`src/rtl/hcwt_pkg.sv`:
```
// Package for the hit-count window trigger.
// Holds shared constants, register indexes and the word types passed between modules.
// No dependencies.
package hcwt_pkg;

  localparam int NUM_SENSORS_DEF    = 4096;
  localparam int MAX_PULSE_BINS_DEF = 64;
  localparam int TIME_BITS_DEF      = 32;

  localparam int COUNT_W = 16;
  localparam int SUM_W   = 22;
  localparam logic [COUNT_W-1:0] COUNT_MAX = '1;
  localparam logic [SUM_W-1:0]   SUM_MAX   = '1;

  localparam int CMD_FIFO_DEPTH = 4;
  localparam int OUT_FIFO_DEPTH = 4;

  typedef enum logic [1:0] {
    REG_LOCKOUT,
    REG_WIDTH,
    REG_THRESHOLD,
    REG_HOLDOFF
  } reg_idx_e;

  typedef enum logic [1:0] {
    CMD_SKIP,
    CMD_HIT,
    CMD_TICK
  } cmd_kind_e;

  typedef struct packed {
    cmd_kind_e   kind;
    logic [11:0] sensor_id;
    logic [31:0] hit_time;
  } cmd_t;

  typedef struct packed {
    logic [15:0]      lockout;
    logic [6:0]       win_bins;
    logic [SUM_W-1:0] threshold;
    logic [15:0]      holdoff;
  } cfg_t;

  typedef struct packed {
    logic [SUM_W-1:0] window_sum;
    logic [31:0]      trigger_bin;
  } res_t;

endpackage

```
`src/rtl/hcwt_fifo.sv`:
```
// Small flop-based FIFO used for the command queue and the result queue.
// No dependencies.
module hcwt_fifo #(
  parameter int WIDTH = 8,
  parameter int DEPTH = 4,
  localparam int AW = (DEPTH > 1) ? $clog2(DEPTH) : 1,
  localparam int CW = $clog2(DEPTH + 1)
) (
  input  logic             clk,
  input  logic             rst_n,
  input  logic             push,
  input  logic [WIDTH-1:0] wdata,
  input  logic             pop,
  output logic [WIDTH-1:0] rdata,
  output logic             empty,
  output logic [CW-1:0]    count
);

  logic [WIDTH-1:0] mem_r [DEPTH];
  logic [AW-1:0]    wptr_r, wptr_nxt;
  logic [AW-1:0]    rptr_r, rptr_nxt;
  logic [CW-1:0]    cnt_r, cnt_nxt;

  always_comb begin
    wptr_nxt = wptr_r;
    rptr_nxt = rptr_r;
    if (push) begin
      wptr_nxt = (wptr_r == AW'(DEPTH - 1)) ? '0 : wptr_r + 1'b1;
    end
    if (pop) begin
      rptr_nxt = (rptr_r == AW'(DEPTH - 1)) ? '0 : rptr_r + 1'b1;
    end
    cnt_nxt = cnt_r + CW'(push) - CW'(pop);
  end

  always_ff @(posedge clk) begin
    if (!rst_n) begin
      wptr_r <= '0;
      rptr_r <= '0;
      cnt_r  <= '0;
    end else begin
      wptr_r <= wptr_nxt;
      rptr_r <= rptr_nxt;
      cnt_r  <= cnt_nxt;
    end
  end

  always_ff @(posedge clk) begin
    if (push) begin
      mem_r[wptr_r] <= wdata;
    end
  end

  assign rdata = mem_r[rptr_r];
  assign empty = (cnt_r == '0);
  assign count = cnt_r;

endmodule

```
`src/rtl/hcwt_front.sv`:
```
// Front end: accepts input words, classifies them and queues commands.
// Depends on hcwt_pkg and hcwt_fifo.
module hcwt_front import hcwt_pkg::*; #(
  parameter int NUM_SENSORS = NUM_SENSORS_DEF
) (
  input  logic        clk,
  input  logic        rst_n,
  input  logic        in_tvalid,
  output logic        in_tready,
  input  logic [47:0] in_tdata,   // [11:0] sensor_id, [43:12] hit_time
  input  logic        in_tuser,   // [0] opcode
  input  logic        clearing,
  output logic        cmd_valid,
  input  logic        cmd_ready,
  output cmd_t        cmd
);

  localparam int QCW = $clog2(CMD_FIFO_DEPTH + 1);

  cmd_t           in_cmd;
  logic           in_range;
  logic           push;
  logic           full;
  logic           empty;
  logic [QCW-1:0] qcount;

  always_comb begin
    in_range         = (32'(in_tdata[11:0]) < 32'(NUM_SENSORS));
    in_cmd.sensor_id = in_tdata[11:0];
    in_cmd.hit_time  = in_tdata[43:12];
    if (in_tuser) begin
      in_cmd.kind = CMD_TICK;
    end else if (in_range) begin
      in_cmd.kind = CMD_HIT;
    end else begin
      in_cmd.kind = CMD_SKIP;
    end
  end

  assign full      = (qcount == QCW'(CMD_FIFO_DEPTH));
  assign in_tready = !clearing && !full;
  assign push      = in_tvalid && in_tready;
  assign cmd_valid = !empty;

  hcwt_fifo #(
    .WIDTH($bits(cmd_t)),
    .DEPTH(CMD_FIFO_DEPTH)
  ) u_cmd_q (
    .clk   (clk),
    .rst_n (rst_n),
    .push  (push),
    .wdata (in_cmd),
    .pop   (cmd_valid && cmd_ready),
    .rdata (cmd),
    .empty (empty),
    .count (qcount)
  );

endmodule

```
`config.mk`:
```
export PLATFORM = sky130hd
export DESIGN_NAME = hcwt_front
export DESIGN_NICKNAME = d
export VERILOG_FILES = /design/src/rtl/hcwt_pkg.sv /design/src/rtl/hcwt_fifo.sv /design/src/rtl/hcwt_front.sv
export SDC_FILE = /design/constraint.sdc
export NUM_CORES = 1
export LEC_CHECK = 0
export BUFFER_PORTS_ARGS = -buffer_cell sky130_fd_sc_hd__buf_2
export CAP_MARGIN = 40
export CELL_PAD_IN_SITES_DETAIL_PLACEMENT = 0
export CELL_PAD_IN_SITES_GLOBAL_PLACEMENT = 1
export CORE_ASPECT_RATIO = 0.7
export CORE_MARGIN = 1.5
export CORE_UTILIZATION = 35
export DETAILED_ROUTE_END_ITERATION = 16
export PLACE_DENSITY_LB_ADDON = 0.12
export SLEW_MARGIN = 20
export SYNTH_ARGS = -nofsm -noshare
export SYNTH_HDL_FRONTEND = slang
export SYNTH_SLANG_ARGS = --single-unit
```
`constraint.sdc`:
```
create_clock -name clk -period 5.5 [get_ports clk]
set_input_delay 0.55 -clock clk [delete_from_list [all_inputs] [get_ports clk]]
set_output_delay 0.55 -clock clk [all_outputs]
set_load 0.03 [all_outputs]
```
==> results list, run 1 <==
- CP max-delay cell: dfxtp_2
- Final number of hold-violating endpoints: 0
- Post-CTS Resized: 0
- Max H-tree Level: 4
- Yosys attributes the largest share of cell area to edfxtp_1 (77%), mux4_2 (12%), dfxtp_1 (2.5%).
* Area share of the largest cell type after synthesis: 76.6%
- Layout Skew: 10.5 ps
- Post-Synthesis Net Count: 354
* Total number of vias: 3,213
- Shortest period the worst path allows: 2800 ps
- Wire length per cell after detailed routing: 18.7 um
- Per-instance average area after synthesis: 24.6 um^2
- On the critical path the largest part of the delay comes from flip-flops.
* Required time worst endpoint: 4950 ps
- DR DRC count: 0
* Leading cell type in the layout, fill and taps excluded: edfxtp_1
- The number of setup buffers added after CTS is 0.
- At the end of routability-driven placement, the weighted congestion stood at 0.691.
- Slew at the pin closest to its max-slew limit: 666 ps
- The Yosys step of the flow raised 0 warnings.
- The min-delay analysis places its worst path in the category in -> reg.
- Measured along the y axis, the die boundary spans 123 um.
* Via density per instance: 4.68
- For this block, the routed nets add up to 12.8 mm of wire.
* # diodes: 0
- Cells with a size suffix above 1 make up 43.2% of the layout.
- The clock reaches the later pin of the worst-skew pair after 430 ps.
- For this block, the initial DRC count from the detailed router was 239.
- Boundary pin count: 102
- The cell sitting at the root of the clock tree is a clkbuf_16.
- STA puts the critical path data arrival time at 2250 ps.
- The critical path goes through buf_4, mux4_2, buf_2.
* Number of I/O port buffers: 97
- Before antenna repair, the detailed router went through 4 iterations.
* Max_slew headroom: 55.6%
- CTS saw 193 sinks.
- Entering global routing, the biggest net connects 42 pins.
- TritonCTS built the clock tree.
- After filler insertion, the fill cell instance count of the layout stands at 1,776.
* Post-CTS Hold Buffers: 0
- Category of the worst setup path capture point: output pin
* Cell Area, Synth: 7210 um^2
- Leading cell types in the layout, fill and taps excluded: edfxtp_1 (184), buf_2 (97), mux4_2 (40), clkbuf_16 (17), dfxtp_1 (7)
* Total of endpoints with negative setup slack in the final report: 0
- The critical path is of the reg -> out type.
- The number of global-route vias before repair was 3,394.
- For this design the static power due to leakage is 2.87 nW.
* Clock Pin Slew Worst Setup and Hold Paths: 70 ps
- Distinct cell type count after synthesis: 24
- Multi-input combinational cell area: 1380 um^2
- Final antenna-violating net count: 0
- Layout area overhead: 19.2%
- Portion of the post-synthesis area used by sequential elements: 79.1%
- Cell Rows: 43
* Final Power: 3.82 mW
- After global routing the overflow that remains totals 0.
* Number of storage elements in the synthesis netlist: 193
- In this run the deepest clock path goes through 2 buffers.
- Once placement completed, the tool counted placed cells totaling 655.
- Derived from the worst setup path, the maximum achievable clock frequency is 358 MHz.
- Wire length of the first global-routing pass: 19.7 mm
- Setup repair after global routing left no endpoint under its margin.
- The worst setup path is launched from a flip-flop.
* Synthesized instance count: 293
* Count of max-cap constraint violations: 0
- Antenna violations before repair: 4
* Run status: finished clean
- In this run the worst path has a maximum fanout of 25.
- Die outline area: 21,500 um^2
- The number of buffers and inverters on the critical path is 2.
* Number of buffers created by CTS: 17
* Post-synth top area cell: edfxtp_1
- Non-filler instance count after layout: 687
- Biggest cell delay along the critical path: 740 ps
- Across every metal layer, demand over resource in global routing totals 12.9%.
- Seq. cell area: 5710 um^2
- CORE AREA: 20,000 um^2
- Fin crit share: 50.8%
* Pwr Density: 444 nW/um^2
- HPWL after detailed placement: 7.48 mm
* Die outline width: 175 um
- Layout Nets: 465
- The worst-case IR drop observed on VDD is 0.203 mV.
- The max-slew violation total from the final report came to 0.
* Accumulated negative setup slack: 0 ps
- Once the floorplan was initialized, standard cells occupied 36.0% of the core.
where the power goes:
part	leakage, nW	switching, mW	internal, mW	total (mW)
sequential	1.74	0.0769	1.69	1.76
clock	0.302	0.518	0.766	1.28
combinational	0.824	0.457	0.315	0.771
path summary, 6_finish.rpt:
check	slack, ps	cells after the start	from	to
setup / recovery	2700	3	flip-flop	cmd[10]
hold / removal	330	1	in_tdata[5]	u_cmd_q.mem_r[1][37]$_DFFE_PP_
setup reg to reg	3010	4	u_cmd_q.count[1]$_SDFF_PN0_	u_cmd_q.mem_r[0][44]$_DFFE_PP_
hold reg to reg	490	2	u_cmd_q.rptr_r[1]$_SDFFE_PN0P_	flip-flop
per-stage QoR:
step / hold slack (ps) / util [%] / worst slack, ps / instance area [um^2]
after CTS: 305 / 43.0 / 2600 / 8600
final: 332 / 43.0 / 2700 / 8600
after global placement: 482 / 39.8 / 2930 / 7960
after detailed placement: 490 / 39.9 / 2910 / 7980
after global routing: 316 / 43.0 / 2560 / 8600
after floorplan: 467 / - / 3080 / 7210
synth_stat cells:
cell type	instances
edfxtp_1	184
dfxtp_1	9
xnor2_1	2
nor2b_1	1
clkbuf_1	1
buf_6	1
mux4_1	6
nor2_1	4
ha_1	6
clkbuf_2	1
nor3b_4	1
nand3_1	2
or3_1	1
nand2_1	6
inv_1	4
mux2i_1	3
o31ai_4	1
buf_12	4
nor3b_2	1
fa_1	1
mux4_2	40
o21ai_0	4
and2_1	6
buf_2	4
area by class of cell:
cell class / instances / area share [%]
inverter: 4 / 0.175
sequential: 193 / 66.4
tap: 270 / 3.93
multi-input combinational: 85 / 16.0
timing repair buffer: 103 / 6.31
clock buffer: 20 / 5.08
clock inverter: 12 / 2.10
routing by layer:
layer	GRT usage (%)	up-vias	part of all wire, %
met5	0	-	0.25
met3	5.10	16	6.4
li1	-	1451	-
met2	19.9	75	47
met1	16.6	1665	45
met4	4.81	6	1.3
kinds of logic (layout without fill, tap and decap cells):
| logic type | Yosys count | after routing | share of synthesized area [%] |
|---|---|---|---|
| xor gates and xnor gates | 2 | 2 | 0.243 |
| and+or+nand+nor | 22 | 22 | 1.79 |
| DFF | 193 | 193 | 79.1 |
| adders and majority gates | 7 | 7 | 1.32 |
| muxes | 49 | 49 | 15.1 |
| buffers and inverters | 15 | 139 | 1.87 |
| AOI/OAI and AO/OA | 5 | 5 | 0.573 |
sequential cells by signal, summed over array words and instances (netlist names), named ones only:
name and cells:
u_cmd_q.count 3, u_cmd_q.rptr_r 2, u_cmd_q.mem_r 184, u_cmd_q.wptr_r 2
No activity file was read; power rests on OpenSTA's default activity.
==> inputs of run 2 (changes only) <==
==> constraint.sdc (replaced) <==
create_clock -name clk -period 2.3 [get_ports clk]
set_input_delay 0.23 -clock clk [delete_from_list [all_inputs] [get_ports clk]]
set_output_delay 0.23 -clock clk [all_outputs]
set_load 0.03 [all_outputs]
==> results list, run 2 (synthesis results as in run 1) <==
- Run status: finished clean (unchanged).
- TritonCTS clock tree: built (unchanged)
* Final antenna-violating net count: 0 (unchanged)
* Multi-input combinational cell area: 1380 um^2 (unchanged)
- Die outline width: 175 um (unchanged)
- Slew at the pin closest to its max-slew limit: 346 ps (was 666 ps)
- Non-filler instance count after layout: 718 (was 687)
- The worst slack at placement came to 333 ps (was 2910 ps).
* Max H-tree Level: 4 (unchanged)
- Clock Pin Slew Worst Setup and Hold Paths: 70 ps (about the same)
* Layout Skew: 10.6 ps (was 10.5 ps)
- The starting density of the core was 36.0% (unchanged).
* Routability-driven placement congestion ratio: 0.686 (was 0.691)
- The total routed wire length on the met1 layer was 6.00 mm (was 5.79 mm).
- CP max-delay cell: mux4_2 (was dfxtp_2)
* Worst EP arrival: 1840 ps (was 2250 ps)
- The detailed-router iteration count before antenna repair was 4 (unchanged).
* Boundary pin count: 102 (unchanged)
- The sort of element at the start of the critical path is a flip-flop (unchanged).
- Accumulated negative setup slack: 0 ps (unchanged)
- Die outline area: 21,500 um^2 (unchanged)
- Fin crit share: 89.8%
- Static timing analysis puts the maximum clock frequency at 484 MHz.
- Largest delay contributor family on the critical path: multiplexers (was flip-flops)
* Internal cell power: 6.61 mW (was 2.77 mW)
- Max reg flops: 184 (unchanged)
- Category of the worst setup path capture point: output pin (unchanged)
* P_leak: 3.01 nW (was 2.87 nW)
* Area post-placement: 8120 um^2 (was 7980 um^2)
- The violation count after the first detailed-routing iteration came to 121 (was 239).
- Skew-Pair Late Insertion Delay: 430 ps (about the same)
- Total of endpoints with negative setup slack in the final report: 0 (unchanged)
* Antenna violations before repair: 2 (was 4)
- Pwr Density: 1030 nW/um^2 (was 444 nW/um^2)
- The register containing the most flip-flops in the final layout is u_cmd_q.mem_r (unchanged).
* Number of global-route vias before repair: 3,461 (was 3,394)
- The per-cell via count in the routed design is 4.65 (was 4.68).
* Y dimension of the die: 123 um (unchanged)
- Design area: 8910 um^2 (was 8600 um^2)
- Required time worst endpoint: 2070 ps (was 4950 ps)
- Core utilization of the finished layout: 44.5% (was 43.0%)
* Final number of hold-violating endpoints: 0 (unchanged)
- Topmost layer with routed signal wires: met4 (was met5)
* Seq. cell area: 5710 um^2 (unchanged)
* Count of max-cap constraint violations: 0 (unchanged)
- The total wire length is 13.3 mm (was 12.8 mm).
- Switching share of power: 27.7% (was 27.5%)
* Overflow left after global routing: 0 (unchanged)
- The combinational share of power came to 22.6% (was 20.2%).
- The placeable core region is 20,000 um^2 (unchanged).
- Layout Nets: 494 (was 465)
- The buffer depth of the longest clock path was 2 (unchanged).
* Clock share of power: 32.1% (was 33.6%)
* Switching Power: 2.54 mW (was 1.05 mW)
- The detailed-routed wire length on met3 is 705 um (was 819 um).
- The sequential group share of total power was 45.3% (was 46.2%).
- Post-route worst setup slack: 234 ps (was 2700 ps)
- Wire length of the first global-routing pass: 20.0 mm (was 19.7 mm)
- Largest driver fanout on the critical path: 14 (was 25)
- Critical path class: reg -> out (unchanged)
* Sum of met2 wire segment lengths after detailed routing: 6.43 mm (was 6.01 mm)
- The pin count of the biggest net entering global routing came to 31 (was 42).
- Number of clock sinks seen by CTS: 193 (unchanged)
* Final Power: 9.15 mW (was 3.82 mW)
* Count of buffer and inverter cells on the critical path: 2 (unchanged)
* Launch point of the worst hold path: in_tdata[14] (was in_tdata[5])
- The max-slew violation total from the final report came to 0 (unchanged).
- Post-Route Hold Slack: 20.1 ps (was 332 ps)
- The root buffer cell is clkbuf_16 (unchanged).
- HPWL after detailed placement: 7.94 mm (was 7.48 mm)
* Cell chain of the critical path: buf_12, mux4_2, buf_2 (was buf_4, mux4_2, buf_2)
* Leading cell type in the layout, fill and taps excluded: edfxtp_1 (unchanged)
- Leading cell types in the layout, fill and taps excluded: edfxtp_1 (184), buf_2 (97), mux4_2 (40), clkbuf_16 (17), dlygate4sd3_1 (15) (was edfxtp_1 (184), buf_2 (97), mux4_2 (40), clkbuf_16 (17), dfxtp_1 (7)).
- The number of vias in the routed layout was 3,342 (was 3,213).
* Number of I/O port buffers: 97 (unchanged)
- Placed insts: 663 (was 655)
- The worst hold-check path type is in -> reg (unchanged).
- DR DRC count: 0 (unchanged)
- Maximum resistive drop on vdd: 0.399 mV (was 0.203 mV)
* Shortest period the worst path allows: 2070 ps
* Cell Rows: 43 (unchanged)
- Layout area overhead: 23.5% (was 19.2%)
- Fraction of layout cells with a size suffix above 1: 43.7% (was 43.2%)
* Wire length per cell after detailed routing: 18.5 um (was 18.7 um)
* Biggest cell delay along the critical path: 540 ps (was 740 ps)
- Unrepaired setup endpoints after global routing: no (unchanged)
* Global router's overall resource usage: 13.2% (was 12.9%)
- The headroom to the max-slew limit is 76.9% (was 55.6%).
- Number of buffers created by CTS: 17 (unchanged)
* R2R Path Start: u_cmd_q.count[1]$_SDFF_PN0_ (unchanged)
* Filler cells: 1,738 (was 1,776)
## run 2: cell type report
type | instances | area share, %
clock buffer | 18 | 4.82
sequential | 193 | 64.1
timing repair buffer | 132 | 9.80
tap | 270 | 3.79
inverter | 4 | 0.169
antenna | 2 | 0.0562
clock inverter | 14 | 1.83
multi-input combinational | 85 | 15.4
## run 2: final timing paths
check / end / slack (ps) / cells after the start
hold reg to reg: u_cmd_q.wptr_r[1]$_SDFFE_PN0P_ / 500 / 2
hold / removal: u_cmd_q.mem_r[3][2]$_DFFE_PP_ / 20 / 1
setup reg to reg: u_cmd_q.count[2]$_SDFF_PN0_ / 340 / 8
setup / recovery: cmd[19] / 230 / 3
## run 2: worst reg2reg max path, cell delays in order (launching register included)
cell     delay, ps
dfxtp_1        490
nor3b_2        120
nor3b_4        210
ha_1           180
inv_1           50
fa_1           370
xnor2_1        150
xnor2_1        130
and2_1         160
## run 2: timing repair
item,4_1_cts,5_1_grt
endpoints found under the hold margin,48,2
resized for setup,0,0
buffers inserted,0,6
setup endpoints to repair,0,23
hold buffers,14,1
## run 2: power by group through the flow
stage	Sequential, mW	Clock, mW	Combinational (mW)
2_1_floorplan	4.17	0	1.55
3_3_place_gp	4.26	0	1.99
3_5_place_dp	4.26	0	2.00
4_1_cts	4.18	3.02	2.03
5_1_grt	4.16	3.15	2.22
6_report	4.14	2.94	2.07
## run 2: routing by layer
layer | GRT usage, % | vias to the layer above
met4 | 5.45 | 0
met3 | 4.40 | 10
li1 | - | 1517
met2 | 21.5 | 79
met5 | 0 | -
met1 | 16.3 | 1736
==> inputs of run 3 (changes only) <==
--- a/config.mk
+++ b/config.mk
@@ -17,4 +17,5 @@
 export SLEW_MARGIN = 20
 export SYNTH_ARGS = -nofsm -noshare
 export SYNTH_HDL_FRONTEND = slang
+export SYNTH_HIERARCHICAL = 1
 export SYNTH_SLANG_ARGS = --single-unit
==> constraint.sdc (replaced) <==
create_clock -name clk -period 2.3 [get_ports clk]
set_input_delay 0.575 -clock clk [delete_from_list [all_inputs] [get_ports clk]]
set_output_delay 0.575 -clock clk [all_outputs]
set_load 0.03 [all_outputs]
==> results list, run 3 <==
- Worst hold path class: in -> reg (unchanged)
- The combinational family with the most area after synthesis is multiplexers (unchanged).
- The placed standard-cell area is 8180 um^2 (was 8120 um^2).
* TritonRoute pass-1 iters: 4 (unchanged)
- The headroom to the max-slew limit came to 78.4% (was 76.9%).
* Leading cell type in the layout, fill and taps excluded: edfxtp_1 (unchanged)
- The final setup violation count came to 41 (was 0).
- The standby leakage power was 3.12 nW (was 3.01 nW).
* DR DRC count: 0 (unchanged)
- Total number of vias: 3,282 (was 3,342)
- Leading cell types in the layout, fill and taps excluded: edfxtp_1 (184), buf_2 (51), buf_6 (50), mux4_2 (46), clkbuf_16 (17) (was edfxtp_1 (184), buf_2 (97), mux4_2 (40), clkbuf_16 (17), dlygate4sd3_1 (15))
* Design area: 9210 um^2 (was 8910 um^2)
- Final antenna-violating net count: 0 (unchanged)
- List of most frequent post-synthesis cells: edfxtp_1 (184), mux4_2 (40), dfxtp_1 (9), inv_1 (8), ha_1 (7) (was edfxtp_1 (184), mux4_2 (40), dfxtp_1 (9)).
- The placeable core region was 20,000 um^2 (about the same).
- The wire length per cell came to 19.3 um (was 18.5 um).
- Multi-input combinational cell area: 1320 um^2 (was 1380 um^2)
- Run status: finished, violations left (was finished clean)
- Largest cells by area after synthesis: edfxtp_1 (77%), mux4_2 (13%), dfxtp_1 (2.5%) (was edfxtp_1 (77%), mux4_2 (12%), dfxtp_1 (2.5%)).
- Number of I/O port buffers: 97 (unchanged)
* Die outline area: 21,400 um^2 (was 21,500 um^2)
* Most common cell in the netlist: edfxtp_1 (unchanged)
* Routability-driven placement congestion ratio: 0.662 (was 0.686)
- Fraction of layout cells with a size suffix above 1: 48.8% (was 43.7%)
* Clock Pin Slew Worst Setup and Hold Paths: 80 ps (was 70 ps)
- Overflow left after global routing: 0 (unchanged)
* Number of enable-type register cells in the synthesized netlist: 184 (unchanged)
* Post-synth top area cell: edfxtp_1 (unchanged)
* Number of buffers created by CTS: 17 (unchanged)
- The global router's overall resource usage is 13.9% (was 13.2%).
- The critical path required time was 1730 ps (was 2070 ps).
- Post-synth ARST share: 0% (unchanged)
- The number of antenna violations at the first check in global routing came to 3 (was 2).
* Max H-tree Level: 4 (unchanged)
- The total wire length is 13.6 mm (was 13.3 mm).
- Cell Rows: 43 (unchanged)
* Slew at the pin closest to its max-slew limit: 323 ps (was 346 ps)
- Root Buffer Master: clkbuf_16 (unchanged)
- Via density per instance: 4.66 (was 4.65)
- Per-instance average area after synthesis: 25.0 um^2 (was 24.6 um^2)
- Maximum buffer depth of the clock tree: 2 (unchanged)
* Layout area overhead: 28.2% (was 23.5%)
- Max reg flops: 184 (unchanged)
- The period utilization is 103% (was 89.8%).
- The pin count of the biggest net entering global routing is 27 (was 31).
* Skew-Pair Late Insertion Delay: 430 ps (about the same)
- The number of synthesis warnings is 6 (was 0).
- Accumulated negative setup slack: -1140 ps (was 0 ps)
- The compound-gate portion of the synthesized area came to 0.139% (was 0.573%).
- The power density of the placed cells came to 1040 nW/um^2 (was 1030 nW/um^2).
- The post-DP HPWL was 8.11 mm (was 7.94 mm).
- The time the final worst path needs with I/O delays and setup came to 2360 ps (was 2070 ps).
* Post-CTS Hold Buffers: 0 (was 14)
- Filler cells: 1,667 (was 1,738)
- The timing-limited maximum frequency was 423 MHz (was 484 MHz).
* Failing checks: negative setup slack
- The worst slack at placement is 102 ps (was 333 ps).
* Synthesized instance count: 288 (was 293)
* TritonCTS clock tree: built (unchanged)
* Number of global-route vias before repair: 3,640 (was 3,461)
- Critical path class: reg -> out (unchanged)
- The post-synthesis simple-gate area fraction is 1.62% (was 1.79%).
- Layout Skew: 17.0 ps (was 10.6 ps)
- The starting density of the core was 36.0% (about the same).
- Worst EP arrival: 1790 ps (was 1840 ps)
- The clock sink count came to 193 (unchanged).
- Area share of the largest cell type after synthesis: 76.9% (was 76.6%)
* Category of the worst setup path launch point: flip-flop (unchanged)
- The post-synthesis adder-cell area fraction is 1.50% (was 1.32%).
* Category of the worst setup path capture point: output pin (unchanged)
- Largest driver fanout on the critical path: 5 (was 14)
- The net count of the mapped netlist was 350 (was 354).
* Xor and xnor area share after synthesis: 0.313% (was 0.243%)
- The distinct cell type count of the synthesized netlist came to 21 (was 24).
- Maximum resistive drop on vdd: 0.432 mV (was 0.399 mV)
- Top FF cell, synth: edfxtp_1 (unchanged)
* Die outline width: 174 um (was 175 um)
- Count of final max-slew check failures: 0 (unchanged)
* Layout Nets: 483 (was 494)
- The post-route core utilization came to 46.2% (was 44.5%).
- Register bank with the most flops: u_cmd_q/mem_r (was u_cmd_q.mem_r)
* Wire length of the first global-routing pass: 21.4 mm (was 20.0 mm)
* Number of storage elements in the synthesis netlist: 193 (unchanged)
* Boundary pin count: 102 (unchanged)
- The mux cell area share after synthesis is 15.0% (was 15.1%).
* Count of max-cap constraint violations: 0 (unchanged)
- The minimum hold slack came to 351 ps (was 20.1 ps).
- Y dimension of the die: 123 um (about the same)
- The violation count after the first detailed-routing iteration came to 224 (was 121).
* Seq. cell area: 5710 um^2 (unchanged)
- Final number of hold-violating endpoints: 0 (unchanged)
- The post-synthesis instance area came to 7190 um^2 (was 7210 um^2).
* # diodes: 0 (was 2)
- Non-filler instance count after layout: 704 (was 718)
* Final Power: 9.60 mW (was 9.15 mW)
- Post-route worst setup slack: -62.9 ps (was 234 ps)
- Unrepaired setup endpoints after global routing: yes (was no)
- Portion of the post-synthesis area used by sequential elements: 79.4% (was 79.1%)
- Placed insts: 662 (was 663)
==> run 3: changes by cell type after synthesis, sizes merged, moves of 2 or more <==
cell,previous run,this run
nand3,2,0
nand2b,0,2
inv,4,8
o21ai,4,0
xnor2,2,0
a21oi,0,2
nand2,6,0
or3b,0,2
==> run 3: final timing paths <==
| path | from | end | slack [ps] | depth (start not counted) |
|---|---|---|---|---|
| setup / recovery | flip-flop | cmd[4] | -60 | 4 |
| hold / removal | in_tdata[37] | u_cmd_q/mem_r[2][25]$_DFFE_PP_ | 350 | 1 |
| setup reg to reg | u_cmd_q/count[1]$_SDFF_PN0_ | u_cmd_q/count[2]$_SDFF_PN0_ | 250 | 9 |
| hold reg to reg | u_cmd_q/rptr_r[0]$_SDFFE_PN0P_ | flip-flop | 510 | 2 |
==> run 3: cell families (layout without fill, tap and decap cells) <==
group | after synthesis | in the layout
simple gates | 18 | 18
compound gates | 2 | 2
xor+xnor | 1 | 1
buf+inv | 18 | 164
fa+ha+maj | 8 | 8
mux | 48 | 48
flops | 193 | 193
==> run 3: cell type report <==
cell class / count / area share, %
Clock buffer: 17 / 4.62
Clock inverter: 15 / 1.79
Inverter: 8 / 0.326
Multi-Input combinational cell: 77 / 14.3
Sequential cell: 193 / 62.0
Tap cell: 270 / 3.67
Timing Repair Buffer: 124 / 13.3
==> run 3: metal layers <==
metal / vias up / wire length (um) / global-route usage (%) / share of wire (%)
met5: - / 24 / 0 / 0.18
met2: 76 / 6590 / 22.4 / 48
met4: 4 / 209 / 5.66 / 1.5
li1: 1471 / - / - / -
met1: 1711 / 6020 / 17.6 / 44
met3: 20 / 751 / 4.27 / 5.5
==> run 3: report_power, final <==
group / internal [mW] / switching, mW / total (mW)
combinational: 1.29 / 1.28 / 2.57
sequential: 4.02 / 0.0706 / 4.10
clock: 1.55 / 1.38 / 2.93
total: 6.86 / 2.73 / 9.60
==> run 3: worst max-delay path, cell delays in order, from the launching register on <==
cell     delay [ps]
dfxtp_4         390
buf_12          140
buf_12          120
mux4_2          540
buf_6           170
==> run 3: repair_timing <==
action                                  in CTS  in global routing
resized for setup                          108                  3
pin swaps                                    0                  0
buffers inserted                             8                  0
endpoints found under the setup margin      46                 46
cloned                                       2                  0
